## config.mk

```make
export PLATFORM = sky130hd
export DESIGN_NAME = h264_fu_a_packetizer
export DESIGN_NICKNAME = d
export VERILOG_FILES = /design/src/hw/rtl/hfu_pkg.sv /design/src/hw/rtl/hfu_pipe_reg.sv /design/src/hw/rtl/hfu_core.sv /design/src/hw/rtl/h264_fu_a_packetizer.sv
export SDC_FILE = /design/constraint.sdc
export NUM_CORES = 1
export LEC_CHECK = 0
export BUFFER_PORTS_ARGS = -buffer_cell sky130_fd_sc_hd__buf_2
export CAP_MARGIN = 40
export CORE_AREA = 2 2 252 254
export DETAILED_ROUTE_END_ITERATION = 7
export DIE_AREA = 0 0 254 256
export PLACE_DENSITY = 0.44
export SLEW_MARGIN = 20
export SYNTH_ARGS = -nofsm -noshare
export SYNTH_HDL_FRONTEND = slang
export SYNTH_SLANG_ARGS = --single-unit
```

## constraint.sdc

```tcl
create_clock -name clk_i -period 7.7 [get_ports clk_i]
set_input_delay 0 -clock clk_i [delete_from_list [all_inputs] [get_ports clk_i]]
set_output_delay 0 -clock clk_i [all_outputs]
set_load 0.01 [all_outputs]
```

## src/hw/rtl/hfu_pkg.sv

```systemverilog
package hfu_pkg;

  // fixed field widths
  localparam int unsigned ByteW   = 8;
  localparam int unsigned LenW    = 11;
  localparam int unsigned SdlW    = 12;
  localparam int unsigned TimeW   = 32;
  localparam int unsigned CountW  = 32;
  localparam int unsigned FppW    = 11;

  // rfc 6184 codes and masks
  localparam logic [4:0]       FuAType    = 5'd28;
  localparam logic [ByteW-1:0] FuATypeB   = 8'd28;
  localparam logic [SdlW-1:0]  TsHdrBytes = 12'd4;
  localparam logic [FppW-1:0]  FppReset   = 11'd1;

  // one outgoing media chunk
  typedef struct packed {
    logic [ByteW-1:0] first_byte;
    logic [ByteW-1:0] second_byte;
    logic [LenW-1:0]  chunk_len;
    logic             is_partial;
    logic             end_of_nalu;
    logic             has_nalu_time;
    logic [TimeW-1:0] nalu_time;
    logic [TimeW-1:0] avtp_time;
  } hfu_in_t;

  // packet descriptor for the chunk
  typedef struct packed {
    logic              rewrite_header;
    logic [ByteW-1:0]  fu_indicator;
    logic [ByteW-1:0]  fu_header;
    logic              avtp_time_valid;
    logic [TimeW-1:0]  avtp_time_out;
    logic              h264_time_valid;
    logic [TimeW-1:0]  h264_time;
    logic [SdlW-1:0]   stream_len;
    logic [ByteW-1:0]  sequence_number;
    logic [CountW-1:0] media_total;
    logic [CountW-1:0] time_error_count;
  } hfu_out_t;

  // state carried from chunk to chunk
  typedef struct packed {
    logic              nalu_in_progress;
    logic [ByteW-1:0]  saved_nalu_header;
    logic              nalu_time_ok;
    logic [TimeW-1:0]  saved_nalu_time;
    logic [ByteW-1:0]  seq_counter;
    logic [CountW-1:0] media_counter;
    logic [CountW-1:0] time_error_counter;
  } hfu_state_t;

endpackage

```

## src/hw/rtl/hfu_pipe_reg.sv

```systemverilog
module hfu_pipe_reg #(
  parameter int unsigned Width = 8
) (
  input  logic             clk_i,
  input  logic             rst_ni,
  input  logic             valid_i,
  output logic             ready_o,
  input  logic [Width-1:0] data_i,
  output logic             valid_o,
  input  logic             ready_i,
  output logic [Width-1:0] data_o
);

  logic             valid_q;
  logic [Width-1:0] data_q;

  // stage takes a new request when empty or being drained
  assign ready_o = !valid_q || ready_i;

  // valid flag
  always_ff @(posedge clk_i or negedge rst_ni) begin
    if (!rst_ni) begin
      valid_q <= 1'b0;
    end else if (ready_o) begin
      valid_q <= valid_i;
    end
  end

  // payload, no reset needed
  always_ff @(posedge clk_i) begin
    if (ready_o && valid_i) begin
      data_q <= data_i;
    end
  end

  assign valid_o = valid_q;
  assign data_o  = data_q;

endmodule

```

## src/hw/rtl/hfu_core.sv

```systemverilog
module hfu_core import hfu_pkg::*; (
  input  logic            clk_i,
  input  logic            rst_ni,
  input  logic            advance_i,
  input  hfu_in_t         item_i,
  input  logic [FppW-1:0] fpp_i,
  output hfu_out_t        result_o
);

  hfu_state_t state_q, state_d;

  logic            fresh;
  logic            fu_first;
  logic            single;
  logic [ByteW-1:0] hdr;
  logic            err_bump;
  logic [CountW-1:0] add_val;

  // chunk classification
  assign fresh    = !state_q.nalu_in_progress;
  assign fu_first = fresh && (item_i.first_byte == FuATypeB);
  assign single   = fresh && !fu_first;

  // timestamp misuse: missing at a start, or present mid-nalu
  assign err_bump = item_i.has_nalu_time != fresh;

  assign add_val = item_i.is_partial ? CountW'(item_i.chunk_len)
                                     : CountW'(fpp_i);

  // next state
  always_comb begin
    state_d = state_q;
    if (single) begin
      state_d.saved_nalu_header = item_i.first_byte;
    end else if (fu_first) begin
      state_d.saved_nalu_header = item_i.second_byte;
    end
    if (fresh) begin
      state_d.nalu_time_ok = item_i.has_nalu_time;
      if (item_i.has_nalu_time) begin
        state_d.saved_nalu_time = item_i.nalu_time;
      end
    end
    if (err_bump && (state_q.time_error_counter != '1)) begin
      state_d.time_error_counter = state_q.time_error_counter + CountW'(1);
    end
    state_d.nalu_in_progress = !item_i.end_of_nalu;
    state_d.seq_counter      = state_q.seq_counter + ByteW'(1);
    state_d.media_counter    = state_q.media_counter + add_val;
  end

  assign hdr = state_d.saved_nalu_header;

  // result fields
  always_comb begin
    result_o.rewrite_header     = !single;
    result_o.fu_indicator       = single ? '0 : {1'b0, hdr[6:5], FuAType};
    result_o.fu_header          = single ? '0
        : {fu_first, !fu_first && item_i.end_of_nalu, 1'b0, hdr[4:0]};
    result_o.avtp_time_valid    = item_i.end_of_nalu;
    result_o.avtp_time_out      = item_i.end_of_nalu ? item_i.avtp_time : '0;
    result_o.h264_time_valid    = state_d.nalu_time_ok;
    result_o.h264_time          = state_d.nalu_time_ok ? state_d.saved_nalu_time : '0;
    result_o.stream_len         = SdlW'(item_i.chunk_len) + TsHdrBytes;
    result_o.sequence_number    = state_d.seq_counter;
    result_o.media_total        = state_d.media_counter;
    result_o.time_error_count   = state_d.time_error_counter;
  end

  // state registers, updated once per chunk
  always_ff @(posedge clk_i or negedge rst_ni) begin
    if (!rst_ni) begin
      state_q <= '0;
    end else if (advance_i) begin
      state_q <= state_d;
    end
  end

endmodule

```

## src/hw/rtl/h264_fu_a_packetizer.sv

```systemverilog
// H.264 FU-A packetizer, talker side of an AVTP compressed video stream.
// Input channel (in_valid_i / in_ready_o / in_data_i): one request per
// outgoing media chunk with its two leading bytes, length, flags and times.
// Output channel (out_valid_o / out_ready_i / out_data_o): one packet
// descriptor per chunk, in order: FU indicator and header, timestamps,
// stream data length, sequence number, media count and timestamp error count.
// Configuration channel (cfg_valid_i / cfg_ready_o / cfg_data_i): writes
// the media units added per full chunk; always ready, to be written only
// while the block idles.
// A chunk passes from the input register through the chunk logic into the output register,
// from which its descriptor is offered on the output channel.
// Throughput: one chunk per cycle while out_ready_i stays high; the input register and the output
// register each hold one request, the chunk logic between them holds none.
// Reset clears all counters and NALU state, empties both registers and sets
// the per-chunk media increment to 1.
// When the receiver stalls, the output register holds its descriptor and the
// input register keeps one more chunk; after that in_ready_o falls.
module h264_fu_a_packetizer import hfu_pkg::*; (
  input  logic            clk_i,
  input  logic            rst_ni,
  input  logic            in_valid_i,
  output logic            in_ready_o,
  input  hfu_in_t         in_data_i,
  output logic            out_valid_o,
  input  logic            out_ready_i,
  output hfu_out_t        out_data_o,
  input  logic            cfg_valid_i,
  output logic            cfg_ready_o,
  input  logic [FppW-1:0] cfg_data_i
);

  logic            stg_valid;
  logic            stg_ready;
  hfu_in_t         stg_data;
  hfu_out_t        result;
  logic [FppW-1:0] fpp_q;

  // configuration register
  assign cfg_ready_o = 1'b1;

  always_ff @(posedge clk_i or negedge rst_ni) begin
    if (!rst_ni) begin
      fpp_q <= FppReset;
    end else if (cfg_valid_i && cfg_ready_o) begin
      fpp_q <= cfg_data_i;
    end
  end

  // input register
  hfu_pipe_reg #(
    .Width($bits(hfu_in_t))
  ) u_in_reg (
    .clk_i  (clk_i),
    .rst_ni (rst_ni),
    .valid_i(in_valid_i),
    .ready_o(in_ready_o),
    .data_i (in_data_i),
    .valid_o(stg_valid),
    .ready_i(stg_ready),
    .data_o (stg_data)
  );

  // chunk logic and carried state
  hfu_core u_core (
    .clk_i    (clk_i),
    .rst_ni   (rst_ni),
    .advance_i(stg_valid && stg_ready),
    .item_i   (stg_data),
    .fpp_i    (fpp_q),
    .result_o (result)
  );

  // result register
  hfu_pipe_reg #(
    .Width($bits(hfu_out_t))
  ) u_out_reg (
    .clk_i  (clk_i),
    .rst_ni (rst_ni),
    .valid_i(stg_valid),
    .ready_o(stg_ready),
    .data_i (result),
    .valid_o(out_valid_o),
    .ready_i(out_ready_i),
    .data_o (out_data_o)
  );

endmodule

```

==> metrics.cfg <==
[outcome]
status=complete, no violations

[logic_synthesis]
yosysTopAreaCellShare_pct=49.11
synth_top_family_by_area=simple AND/OR/NAND/NOR gates
synth_edf_count=253
syn_area_per_cell_sq_um=13.75
synth_cell_types=62
syn_area_sq_mm=0.01547
synth-simple-area-share_pct=12.41
synth_compound_area_share_pct=3.219
synth_area_leader_cell=edfxtp_1
synth_area_leaders=edfxtp_1 (49%), dfrtp_1 (20%), mux2_2 (4.1%), nand2_1 (4.0%), xor2_1 (3.8%)
synthArstFlopShare_pct=33.25
yosys_warnings=0
synth_seq_cells=379
synth_top_flop_cell=edfxtp_1
syn_inst=1125
synthMuxAreaShare_pct=4.149
synthAdderAreaFrac_pct=1.262
synth_xor_xnor_area_share_pct=7.587
yosysSeqAreaShare_pct=69.50

[worst_setup_path]
worst_ep_required_time_ps=7990
crit_path_end_kind=flop
rrSetupSlack_ps=4030
critPathLaunchType=flop
crit_arrival_ps=3960
critPathSlowestCell=edfxtp_1
max_stage_delay_ps=680
path_cells=mux2_2, ha_1, fa_1, a21o_1, a311oi_1, o21ai_2, o31a_1, and3_1, xor2_1
rr_endpoint=u_out_reg.data_o[52]
worstReg2RegStart=u_in_reg.data_o[66]
worstPathMaxFanout=12
ff2ff_path_depth=9
path_class=reg2reg

[worst_hold_path]
min_from=in_data_i[24]
hold_class=in2reg
whs_endpoint=u_in_reg.data_o[24]
worstHoldPathCells=2

[finish]
multi_input_area_sq_mm=0.004474
design_area_sq_mm=0.02056
syn2layout_area_growth_pct=32.89
layout-drive-gt1-share_pct=27.52
fill_cells=6316
n_antenna_cell=0
ff_latch_area_sq_mm=0.01075
final_common_cell=buf_2
layout_common_cells=buf_2 (272), edfxtp_1 (253), nand2_1 (163)
final_nets=1658

[floorplan]
core-area_sq_mm=0.06239
die_w_um=254
initial_core_util_pct=24.80
die_height_um=256
dieArea_sq_mm=0.06502
boundaryPins=280
rows=92

[clock_network]
clk_pin_slew_ps=60
cts_root_buffer=clkbuf_16
hold_buffers=121
htreeDepth=2
cts_tree=done
post_cts.repair.setup_buffers=0
cts_buffers=45
clk_path_buf_depth=3
clock_latency_ps=560
cts_resized=0
cts.sink_count=379

[global_route]
first_global_vias=10390
grt_max_degree=100
antenna_found_initial=0
grt_pass1_wl_um=60500
grt_overflow_total=0
grt.total_usage_pct=12.04

[drt]
drt_first_pass_iters=4
drcViolationCount=0
via_count=9863
wl_per_cell_um=16.28
ant_nets=0
drt_iter0_drc=372
drt-total-wl_um=39260
via_per_inst=4.089

[sta]
finClkSkew_ps=24.70
worst_slew_margin_rel_pct=52.35
timing.final.crit_share_pct=47.72
hold_violations=0
setup_viol=0
min_period_ps=3674
grt_setup_unrepaired=no
finalSetupTns_ps=0
worst_pin_slew_ps=714.7
fmax_mhz=272.2
slew_viol_final=0

[power]
power_density_mw_per_mm2=290.0
total_power_mw=5.962
p_leak_nw=8.491
ir_worst_vdd_uv=143.6

[place]
dp_hpwl_um=25880
portBuffers=273
gp_congestion=0.7686
place_area_sq_mm=0.01791

[run]
cap_violations=0

## worst max-delay path: cells and delay by family, from the launching register on
family,cells,cell delay (ps)
flip-flops,1,680
AND/OR/NAND/NOR,1,270
adder cells (fa/ha/maj),2,630
XOR/XNOR,1,140
multiplexers,1,400
AO/OA/AOI/OAI,4,1270
## Yosys cell counts (all sizes together), types with 2 or more instances
cell and instances:
or4 2, o21a 2, or2 5, nor2 68, o21bai 2, nor3 17
edfxtp 253, nor4 10, and4 9, nand2 163, xor2 68, ha 14
mux2 57, a31oi 4, buf 27, and2 36, dfrtp 125, a21o 5
or3 4, nand2b 9, nand3 34, nand4 20, clkbuf 21, o31ai 3
o211ai 2, inv 11, xnor2 66, o21ai 15, conb 2, a21oi 43
and3 15
## worst max-delay path by stage
stage	to	start	slack, ps	cells past startpoint
floorplan	u_out_reg.data_o[0]	u_out_reg.valid_o	1550	5
global placement	u_out_reg.data_o[52]	u_in_reg.data_o[66]	4000	9
detailed placement	u_out_reg.data_o[52]	u_in_reg.data_o[66]	4010	9
CTS	u_out_reg.data_o[52]	u_in_reg.data_o[66]	3980	9
global route	u_out_reg.data_o[52]	u_in_reg.data_o[66]	3850	9
finish	u_out_reg.data_o[52]	u_in_reg.data_o[66]	4030	9
## cell families after synthesis
logic type / count (synthesis)
DFF: 379
and+or+nand+nor: 397
buffers and inverters: 60
muxes: 57
xor gates and xnor gates: 134
AOI/OAI and AO/OA: 81
adders and majority gates: 15
other: 2
## cell type report
| class | count | area share (%) |
|---|---|---|
| Inverter | 11 | 0.2374 |
| Clock buffer | 58 | 5.916 |
| Sequential cell | 379 | 52.30 |
| Multi-Input combinational cell | 689 | 21.76 |
| Clock inverter | 22 | 1.083 |
| Tap cell | 846 | 5.149 |
| Timing Repair Buffer | 407 | 13.55 |
## power breakdown
group          internal (mW)  switching, mW
clock                   1.25          0.854
sequential              2.55          0.193
combinational          0.472          0.645
## metrics by stage
stage               setup slack [ps]  hold slack [ps]  util, %  instances
floorplan                       1549           -295.6        -       1128
global placement                4004            54.46    28.48       2205
detailed placement              4006            55.17    28.70       2211
CTS                             3976            104.7    32.95       2412
global route                    3846            111.9    32.95       2412
finish                          4026            140.4    32.95       2412
## layer usage
layer | track usage (%) | routed length, um | vias to the layer above
li1 | - | - | 4782
met1 | 14.74 | 16870 | 4823
met2 | 20.59 | 19250 | 207
met3 | 3.559 | 2392 | 51
met4 | 3.088 | 746 | 0
met5 | 0 | 0 | -
## flip-flops by register name, indices dropped and copies added (netlist names)
register           cells
u_in_reg.data_o       93
fpp_q                 11
u_in_reg.valid_o       1
u_out_reg.data_o     160
u_out_reg.valid_o      1
u_core.state_q       113
Note: power is estimated with default switching activity, not from simulation.
